[src/rtl/core/rff_pkg.sv]
package rff_pkg;

    localparam logic [7:0]  PREAMBLE      = 8'hD3;
    localparam logic [23:0] CRC24Q_POLY   = 24'h864CFB;  // 0x1864CFB without the x^24 term
    localparam logic [8:0]  MAX_PL_RESET  = 9'd300;
    localparam logic [5:0]  LAST_RESULT   = 6'd63;       // 64 results per byte at most

    localparam logic [1:0]  KIND_WAIT  = 2'd0;
    localparam logic [1:0]  KIND_FRAME = 2'd1;
    localparam logic [1:0]  KIND_DROP  = 2'd2;

    // one queued input word between front and back
    typedef struct packed {
        logic       valid;
        logic [7:0] data;
    } q_word_t;

    // CRC-24Q over one byte, MSB first
    function automatic logic [23:0] crc24q_step(input logic [23:0] crc, input logic [7:0] d);
        logic [23:0] c;
        c = crc ^ {d, 16'h0000};
        for (int b = 0; b < 8; b++)
        begin
            if (c[23])
                c = {c[22:0], 1'b0} ^ CRC24Q_POLY;
            else
                c = {c[22:0], 1'b0};
        end
        return c;
    endfunction

endpackage

[src/rtl/core/rff_in_queue.sv]
module rff_in_queue (
    input  logic             clk,
    input  logic             rst_n,
    input  logic             in_valid,
    output logic             in_ready,
    input  logic [7:0]       rx_byte,
    output rff_pkg::q_word_t head,
    input  logic             pop
);
    import rff_pkg::*;

    // two-entry FIFO
    logic [7:0] data_reg [2];
    logic [1:0] cnt_reg, cnt_next;
    logic       rd_reg, rd_next;
    logic       wr_reg, wr_next;
    logic       push, do_pop;

    assign in_ready = (cnt_reg != 2'd2);
    assign push     = in_valid && in_ready;
    assign do_pop   = pop && (cnt_reg != 2'd0);

    assign head.valid = (cnt_reg != 2'd0);
    assign head.data  = data_reg[rd_reg];

    always_comb
    begin
        cnt_next = cnt_reg + {1'b0, push} - {1'b0, do_pop};
        rd_next  = do_pop ? ~rd_reg : rd_reg;
        wr_next  = push ? ~wr_reg : wr_reg;
    end

    always_ff @(posedge clk or negedge rst_n)
    begin
        if (!rst_n)
        begin
            cnt_reg <= 2'd0;
            rd_reg  <= 1'b0;
            wr_reg  <= 1'b0;
        end
        else
        begin
            cnt_reg <= cnt_next;
            rd_reg  <= rd_next;
            wr_reg  <= wr_next;
        end
    end

    always_ff @(posedge clk)
    begin
        if (push)
            data_reg[wr_reg] <= rx_byte;
    end

endmodule

[src/rtl/core/rff_engine.sv]
module rff_engine #(
    parameter int BUFFER_DEPTH = 512
) (
    input  logic             clk,
    input  logic             rst_n,
    input  rff_pkg::q_word_t q_head,
    output logic             q_pop,
    input  logic [8:0]       max_pl,
    output logic             out_valid,
    input  logic             out_ready,
    output logic [1:0]       event_kind,
    output logic [9:0]       frame_length,
    output logic [11:0]      message_id,
    output logic [9:0]       drop_count,
    output logic             is_last
);
    import rff_pkg::*;

    localparam int AW = $clog2(BUFFER_DEPTH);
    localparam int CW = $clog2(BUFFER_DEPTH + 1);
    localparam int XW = 12;
    localparam logic [XW-1:0] DEPTH_X = XW'(BUFFER_DEPTH);

    typedef enum logic [10:0] {
        S_POP   = 11'b00000000001,
        S_CHECK = 11'b00000000010,
        S_B0    = 11'b00000000100,
        S_B1    = 11'b00000001000,
        S_B2    = 11'b00000010000,
        S_CRC   = 11'b00000100000,
        S_T0    = 11'b00001000000,
        S_T1    = 11'b00010000000,
        S_T2    = 11'b00100000000,
        S_SRCH  = 11'b01000000000,
        S_EMIT  = 11'b10000000000
    } state_t;

    state_t         state_reg, state_next;
    logic [AW-1:0]  head_reg, head_next;
    logic [CW-1:0]  fill_reg, fill_next;
    logic [CW-1:0]  idx_reg, idx_next;
    logic [CW-1:0]  rdoff_reg, rdoff_next;
    logic [9:0]     len_reg, len_next;
    logic [1:0]     b1_reg, b1_next;
    logic [23:0]    crc_reg, crc_next;
    logic [7:0]     rx0_reg, rx0_next, rx1_reg, rx1_next;
    logic [7:0]     id_hi_reg, id_lo_reg;
    logic [5:0]     cnt_reg, cnt_next;
    logic [1:0]     pkind_reg, pkind_next;
    logic [9:0]     pflen_reg, pflen_next;
    logic [CW-1:0]  pdrop_reg, pdrop_next;
    logic           ov_reg, ov_next;
    logic [1:0]     okind_reg, okind_next;
    logic [9:0]     oflen_reg, oflen_next;
    logic [11:0]    oid_reg, oid_next;
    logic [9:0]     odrop_reg, odrop_next;
    logic           olast_reg, olast_next;

    logic [7:0]     mem [BUFFER_DEPTH];
    logic [7:0]     rdata_reg;
    logic           we;
    logic [AW-1:0]  waddr;

    logic [9:0]     len_c;
    logic [XW-1:0]  total_c, fill_x, endoff_x, idx1_x, pdrop_x;
    logic           last_c;

    // circular buffer address: head plus offset, wrapped once
    function automatic logic [AW-1:0] wrap(input logic [AW-1:0] h, input logic [CW-1:0] off);
        logic [XW-1:0] s;
        s = XW'(h) + XW'(off);
        if (s >= DEPTH_X)
            s = s - DEPTH_X;
        return s[AW-1:0];
    endfunction

    assign len_c    = {b1_reg, rdata_reg};
    assign total_c  = XW'(len_c) + XW'(6);
    assign fill_x   = XW'(fill_reg);
    assign endoff_x = XW'(len_reg) + XW'(3);
    assign idx1_x   = XW'(idx_reg) + XW'(1);
    assign pdrop_x  = XW'(pdrop_reg);
    assign last_c   = (pkind_reg == KIND_WAIT) || (cnt_reg == LAST_RESULT);

    assign q_pop    = (state_reg == S_POP);
    assign we       = q_pop && q_head.valid && (fill_x < DEPTH_X);
    assign waddr    = wrap(head_reg, fill_reg);

    always_comb
    begin
        state_next = state_reg;
        head_next  = head_reg;
        fill_next  = fill_reg;
        idx_next   = idx_reg;
        rdoff_next = rdoff_reg;
        len_next   = len_reg;
        b1_next    = b1_reg;
        crc_next   = crc_reg;
        rx0_next   = rx0_reg;
        rx1_next   = rx1_reg;
        cnt_next   = cnt_reg;
        pkind_next = pkind_reg;
        pflen_next = pflen_reg;
        pdrop_next = pdrop_reg;
        ov_next    = ov_reg && !out_ready;
        okind_next = okind_reg;
        oflen_next = oflen_reg;
        oid_next   = oid_reg;
        odrop_next = odrop_reg;
        olast_next = olast_reg;

        unique case (state_reg)
            S_POP:
            begin
                if (q_head.valid)
                begin
                    if (fill_x < DEPTH_X)
                        fill_next = fill_reg + CW'(1);
                    cnt_next   = '0;
                    state_next = S_CHECK;
                end
            end
            S_CHECK:
            begin
                pkind_next = KIND_WAIT;
                pflen_next = '0;
                pdrop_next = '0;
                if (fill_reg == '0)
                    state_next = S_EMIT;
                else
                begin
                    rdoff_next = '0;
                    state_next = S_B0;
                end
            end
            S_B0:
            begin
                if (rdata_reg != PREAMBLE)
                begin
                    pkind_next = KIND_DROP;
                    pdrop_next = fill_reg;
                    state_next = S_EMIT;
                end
                else if (fill_x < XW'(3))
                    state_next = S_EMIT;
                else
                begin
                    rdoff_next = CW'(1);
                    state_next = S_B1;
                end
            end
            S_B1:
            begin
                b1_next    = rdata_reg[1:0];
                rdoff_next = CW'(2);
                state_next = S_B2;
            end
            S_B2:
            begin
                len_next = len_c;
                if ((len_c > {1'b0, max_pl}) || (total_c > DEPTH_X))
                begin
                    pkind_next = KIND_DROP;
                    pdrop_next = CW'(1);
                    state_next = S_EMIT;
                end
                else if (fill_x < total_c)
                    state_next = S_EMIT;
                else
                begin
                    crc_next   = '0;
                    idx_next   = '0;
                    rdoff_next = '0;
                    state_next = S_CRC;
                end
            end
            S_CRC:
            begin
                crc_next = crc24q_step(crc_reg, rdata_reg);
                if (idx1_x < endoff_x)
                begin
                    idx_next   = idx_reg + CW'(1);
                    rdoff_next = idx_reg + CW'(1);
                end
                else
                begin
                    rdoff_next = CW'(endoff_x);
                    state_next = S_T0;
                end
            end
            S_T0:
            begin
                rx0_next   = rdata_reg;
                rdoff_next = CW'(endoff_x + XW'(1));
                state_next = S_T1;
            end
            S_T1:
            begin
                rx1_next   = rdata_reg;
                rdoff_next = CW'(endoff_x + XW'(2));
                state_next = S_T2;
            end
            S_T2:
            begin
                if ({rx0_reg, rx1_reg, rdata_reg} == crc_reg)
                begin
                    pkind_next = KIND_FRAME;
                    pflen_next = 10'(endoff_x + XW'(3));
                    pdrop_next = CW'(endoff_x + XW'(3));
                    state_next = S_EMIT;
                end
                else
                begin
                    idx_next   = CW'(1);
                    rdoff_next = CW'(1);
                    state_next = S_SRCH;
                end
            end
            S_SRCH:
            begin
                // next preamble after position 0, or the whole buffer
                if (rdata_reg == PREAMBLE)
                begin
                    pkind_next = KIND_DROP;
                    pdrop_next = idx_reg;
                    state_next = S_EMIT;
                end
                else if (idx1_x >= fill_x)
                begin
                    pkind_next = KIND_DROP;
                    pdrop_next = fill_reg;
                    state_next = S_EMIT;
                end
                else
                begin
                    idx_next   = idx_reg + CW'(1);
                    rdoff_next = idx_reg + CW'(1);
                end
            end
            S_EMIT:
            begin
                if (!ov_reg || out_ready)
                begin
                    ov_next    = 1'b1;
                    okind_next = pkind_reg;
                    oflen_next = pflen_reg;
                    oid_next   = (pkind_reg == KIND_FRAME) ? {id_hi_reg, id_lo_reg[7:4]} : '0;
                    // a frame removes bytes too, but only drops report a count
                    odrop_next = (pkind_reg == KIND_DROP) ? pdrop_x[9:0] : '0;
                    olast_next = last_c;
                    if (pdrop_x >= fill_x)
                    begin
                        fill_next = '0;
                        head_next = '0;
                    end
                    else
                    begin
                        fill_next = fill_reg - pdrop_reg;
                        head_next = wrap(head_reg, pdrop_reg);
                    end
                    cnt_next   = cnt_reg + 6'd1;
                    state_next = last_c ? S_POP : S_CHECK;
                end
            end
            default:
                state_next = S_POP;
        endcase
    end

    always_ff @(posedge clk or negedge rst_n)
    begin
        if (!rst_n)
        begin
            state_reg <= S_POP;
            head_reg  <= '0;
            fill_reg  <= '0;
            cnt_reg   <= '0;
            ov_reg    <= 1'b0;
        end
        else
        begin
            state_reg <= state_next;
            head_reg  <= head_next;
            fill_reg  <= fill_next;
            cnt_reg   <= cnt_next;
            ov_reg    <= ov_next;
        end
    end

    always_ff @(posedge clk)
    begin
        idx_reg   <= idx_next;
        rdoff_reg <= rdoff_next;
        len_reg   <= len_next;
        b1_reg    <= b1_next;
        crc_reg   <= crc_next;
        rx0_reg   <= rx0_next;
        rx1_reg   <= rx1_next;
        pkind_reg <= pkind_next;
        pflen_reg <= pflen_next;
        pdrop_reg <= pdrop_next;
        okind_reg <= okind_next;
        oflen_reg <= oflen_next;
        oid_reg   <= oid_next;
        odrop_reg <= odrop_next;
        olast_reg <= olast_next;
        // message id bytes caught whenever offsets 3 and 4 come by
        if (rdoff_reg == CW'(3))
            id_hi_reg <= rdata_reg;
        if (rdoff_reg == CW'(4))
            id_lo_reg <= rdata_reg;
    end

    // frame buffer, one write and one registered read a cycle
    always_ff @(posedge clk)
    begin
        if (we)
            mem[waddr] <= q_head.data;
        rdata_reg <= mem[wrap(head_reg, rdoff_next)];
    end

    assign out_valid    = ov_reg;
    assign event_kind   = okind_reg;
    assign frame_length = oflen_reg;
    assign message_id   = oid_reg;
    assign drop_count   = odrop_reg;
    assign is_last      = olast_reg;

endmodule

[src/rtl/core/rtcm3_frame_finder_top.sv]
// Channel  | Handshake                  | Words
// ---------+----------------------------+------------------------------------------
// in       | in_valid / in_ready        | rx_byte
// out      | out_valid / out_ready      | event_kind, frame_length, message_id,
//          |                            | drop_count, is_last
// cfg      | cfg_wr_en (no wait)        | cfg_wr_data = max_payload_length
//
// Each check runs through CHECK (empty buffer), B0 (no preamble, under 3 bytes),
// B1 and B2 (length field: wait or length drop), CRC over header and payload,
// T0 to T2 (received CRC) and EMIT, going to EMIT once the case is decided; a
// CRC mismatch scans on in SRCH to the next preamble. A byte is appended in POP.
// Reset clears queue, fill count, head and control; buffer contents stay as
// they are and are never read before being written.
// A two-word input queue accepts words while the back end checks, until full,
// and the output register holds a result while the next check is prepared.
module rtcm3_frame_finder_top #(
    parameter int BUFFER_DEPTH = 512
) (
    input  logic        clk,
    input  logic        rst_n,
    input  logic        in_valid,
    output logic        in_ready,
    input  logic [7:0]  rx_byte,
    output logic        out_valid,
    input  logic        out_ready,
    output logic [1:0]  event_kind,
    output logic [9:0]  frame_length,
    output logic [11:0] message_id,
    output logic [9:0]  drop_count,
    output logic        is_last,
    input  logic        cfg_wr_en,
    input  logic [8:0]  cfg_wr_data
);
    import rff_pkg::*;

    q_word_t    q_head;
    logic       q_pop;
    logic [8:0] max_pl_reg;

    // payload length limit
    always_ff @(posedge clk or negedge rst_n)
    begin
        if (!rst_n)
            max_pl_reg <= MAX_PL_RESET;
        else if (cfg_wr_en)
            max_pl_reg <= cfg_wr_data;
    end

    // front: input word queue
    rff_in_queue u_queue (
        .clk      (clk),
        .rst_n    (rst_n),
        .in_valid (in_valid),
        .in_ready (in_ready),
        .rx_byte  (rx_byte),
        .head     (q_head),
        .pop      (q_pop)
    );

    // back: buffer, checks and result register
    rff_engine #(
        .BUFFER_DEPTH (BUFFER_DEPTH)
    ) u_engine (
        .clk          (clk),
        .rst_n        (rst_n),
        .q_head       (q_head),
        .q_pop        (q_pop),
        .max_pl       (max_pl_reg),
        .out_valid    (out_valid),
        .out_ready    (out_ready),
        .event_kind   (event_kind),
        .frame_length (frame_length),
        .message_id   (message_id),
        .drop_count   (drop_count),
        .is_last      (is_last)
    );

    a_kind_legal: assert property (@(posedge clk) disable iff (!rst_n)
        out_valid |-> (event_kind != 2'd3))
        else $error("illegal event kind");

    a_wait_last: assert property (@(posedge clk) disable iff (!rst_n)
        (out_valid && event_kind == KIND_WAIT) |-> is_last)
        else $error("wait result not last");

    a_frame_len: assert property (@(posedge clk) disable iff (!rst_n)
        (out_valid && event_kind == KIND_FRAME) |->
            (frame_length >= 10'd6 && drop_count == 10'd0))
        else $error("bad frame result");

    a_drop_fields: assert property (@(posedge clk) disable iff (!rst_n)
        (out_valid && event_kind == KIND_DROP) |-> (frame_length == 10'd0 && message_id == 12'd0))
        else $error("drop result carries frame fields");

endmodule

[config.mk]
export PLATFORM = sky130hd
export DESIGN_NAME = rtcm3_frame_finder_top
export DESIGN_NICKNAME = d
export VERILOG_FILES = /design/src/rtl/core/rff_pkg.sv /design/src/rtl/core/rff_in_queue.sv /design/src/rtl/core/rff_engine.sv /design/src/rtl/core/rtcm3_frame_finder_top.sv
export SDC_FILE = /design/constraint.sdc
export NUM_CORES = 2
export LEC_CHECK = 0
export BUFFER_PORTS_ARGS = -buffer_cell sky130_fd_sc_hd__buf_2
export CORE_MARGIN = 4
export CORE_UTILIZATION = 30
export DETAILED_ROUTE_END_ITERATION = 10
export HOLD_SLACK_MARGIN = 0.08
export PLACE_DENSITY = 0.49
export SETUP_SLACK_MARGIN = 0.5
export SLEW_MARGIN = 20
export SYNTH_ARGS = -nofsm -noshare
export SYNTH_HDL_FRONTEND = slang
export SYNTH_HIERARCHICAL = 1
export SYNTH_MEMORY_MAX_BITS = 65536
export SYNTH_SLANG_ARGS = --single-unit
[constraint.sdc]
create_clock -name clk -period 10.98 [get_ports clk]
set_input_delay 2.196 -clock clk [delete_from_list [all_inputs] [get_ports clk]]
set_output_delay 2.196 -clock clk [all_outputs]
set_load 0.02 [all_outputs]
==> results.toml <==
[status]
status = "finished, final reports clean"

[hold_path]
hold_depth = 0
holdPathEnd = "u_engine/frame_length[6]"
min_path_type = "reg -> reg"
hold_start = "u_engine/pflen_reg[6]"

[critical_path]
worstPathArrival_ps = 10970
r2r_cells = 23
reg2reg_slack_ps = 910
r2r-start = "u_engine/len_reg[0]"
timing.rr.end = "u_engine/rdata_reg[1]"
crit_path_cell_trace = "inv_1, ha_1, nor4b_1, xnor2_1, ha_1, a21oi_1, nor2b_1, a31oi_1, a21boi_0, nor2b_1, o21ai_0, inv_2, o31ai_1, o211ai_1, ha_4, buf_12, buf_12, mux4_2, mux4_2, mux4_2, mux2i_1, mux2i_1, mux2_4"
crit_required_ps = 11880
critPathMaxFanout = 57
path_buf_inv = 4
critPathTopFamily = "multiplexers"
cp_slowest_stage_delay_ps = 990
path_class = "reg -> reg"
cp_slowest_cell = "ha_4"
critPathLaunchType = "flip-flop"
endpoint_kind = "flip-flop"
cpMostUsedCell = "mux4_2"

[sta]
fin_ws_ps = 910.5
setup_violations = 0
worstMarginPinSlew_ps = 1221
fin_skew_ps = 116.3
slew_viol_final = 0
maxSlewHeadroom = 0.1862
finalHoldViolCount = 0
period_needed_ps = 10070
fmax_mhz = 99.31
fin_crit_sh = 0.9171
rsz0062_at_grt = "no"
finalSetupTns_ps = 0

[grt]
grtUsageTotal = 0.1640
antenna_found_initial = 48
grt_pass1_vias = 82860
grt_overflow = 0
grt_pass1_wl_um = 677400
grt_max_degree = 225

[logic_synthesis]
netlist_area_mm2 = 0.1702
synth.distinct_cells = 84
syn_inst = 7612
synthArstFlopShare = 0.01160
syn-mean-instance-area_um2 = 22.36
yosysTopAreaCell = "edfxtp_1"
synth_common_cells = "edfxtp_1, mux4_2, nor2_1, clkbuf_1, nand2_1"
yosysSeqAreaShare = 0.7582
synth_ff_type = "edfxtp_1"
ys_warn_count = 6
yosys-top-cells-area = "edfxtp_1, mux4_2, nor2_1"
yosysMostFrequentCell = "edfxtp_1"
synth_top_area_share = 0.7488
synth.net_count = 7719
synth-edff-count = 4244
ys_ff_latch = 4311

[power_and_ir_drop]
power_density_mw_per_mm2 = 234.1
power.leakage_uw = 0.05959
ir_drop_mv = 0.2988

[detailed_routing]
drtAntennaViolNets = 0
drc = 0
dr_total_vias = 81360
postRouteWirelength_um = 486100
dr.pass1.iters = 8
drt_iter0_markers = 8934
vias_per_cell = 5.117
wire_per_inst_um = 30.57

[layout]
largest_reg_flops = 4096
drive_above_1_share = 0.2935
stdcell_area_mm2 = 0.1960
nets = 8093
final_cells = 15900
syn_to_final_growth_pct = 15.17

[clocking]
tritoncts = "built"
htreeDepth = 5
clk-insertion-delay-late_ps = 1030
cts.clk_slew.worst_paths_ps = 60
holdBufCountCts = 0
clock-root-buffer = "clkbuf_16"
cts.sinks = 4311
clk_path_buf_depth = 4
numCtsBuffers = 450

[floorplan]
die_w_um = 761.2
dieArea_mm2 = 0.5794
io_pins = 59
start_util = 0.3011
core-area_mm2 = 0.5653
dieHeight_um = 761.2
rows = 276

[place]
place_hpwl_um = 298200
gp_congestion = 0.8306
port_buffers = 58
postPlaceCellArea_mm2 = 0.1810
dpl_worst_slack_ps = 746.5
place_inst = 15040

[run]
drv_cap = 0
worst max-delay path by stage:
stage                         from               endpoint  cells after the start
6_report       u_engine/len_reg[0]  u_engine/rdata_reg[1]                     23
5_1_grt        u_engine/len_reg[0]  u_engine/rdata_reg[1]                     23
4_1_cts        u_engine/len_reg[0]  u_engine/rdata_reg[5]                     25
3_5_place_dp   u_engine/len_reg[0]  u_engine/rdata_reg[1]                     24
3_3_place_gp   u_engine/len_reg[0]  u_engine/rdata_reg[1]                     24
2_1_floorplan       u_queue/rd_reg     u_engine/mem[0][0]                      2
cells in the final DEF, fill, tap and decap left out, types with 10 or more instances in the layout:
master      instances
mux2_4             17
inv_1              72
nor2_1            576
dfrtp_1            45
inv_6              15
diode_2            36
o21ai_0            61
and2_1             30
bufinv_16          52
nor2b_1            10
clkinvlp_4         20
clkbuf_16         455
buf_2              58
nor3_1             26
a21oi_1            53
nor2_2             49
xor2_1             54
nand2b_1           16
mux4_2           1344
buf_12             43
o211ai_1           11
buf_4             209
nand3_1            25
nand2_1           117
nand4_1            14
o21bai_1           10
nor4_1             10
clkinv_1           88
ha_1               80
mux2i_1            51
and3_1             13
clkbuf_1           81
xnor2_1            83
a21o_1             14
dfxtp_1            15
clkinv_2           93
edfxtp_1         4244
cells by family after synthesis:
group | count (synthesis) | synth area share
flops | 4311 | 0.7582
compound gates | 220 | 0.008293
fa+ha+maj | 85 | 0.006425
mux | 1420 | 0.1829
buf+inv | 464 | 0.01105
xor+xnor | 153 | 0.008469
simple gates | 959 | 0.02469
power by group:
group / switching [uW] / leakage [uW] / total, uW / internal [uW]
sequential: 235 / 0.0390 / 20500 / 20300
clock: 6480 / 0.00718 / 15300 / 8840
combinational: 6170 / 0.0134 / 10000 / 3870
per-layer routing:
metal,up-vias,GRT usage,wire [um]
met1,44820,0.2225,201100
met2,3051,0.2639,233300
li1,32800,-,-
met3,677,0.03612,36610
met4,10,0.05003,15070
met5,-,0,49
repair_timing:
item	4_1_cts	5_1_grt
buffers inserted	0	4
setup endpoints to repair	0	8
resized for setup	0	1
final cells by class:
cell class                 instances  area [um^2]
timing repair buffer             311         2748
sequential                      4311       129000
multi-input combinational       2837        39720
tap                             7506         9392
inverter                          75        282.8
antenna                           36        90.09
clock inverter                   286         3005
clock buffer                     539        11730
fill                           52030       369300
through the flow:
| stage | power (uW) | utilization | hold slack, ps |
|---|---|---|---|
| after floorplan | 28130 | - | 400.3 |
| after global placement | 30870 | 0.3201 | 423.6 |
| after detailed placement | 31120 | 0.3202 | 422.5 |
| after CTS | 46470 | 0.3463 | 436.2 |
| after global routing | 47650 | 0.3466 | 438.3 |
| final | 45890 | 0.3467 | 432.3 |
Power figures use the tool's default switching activity.
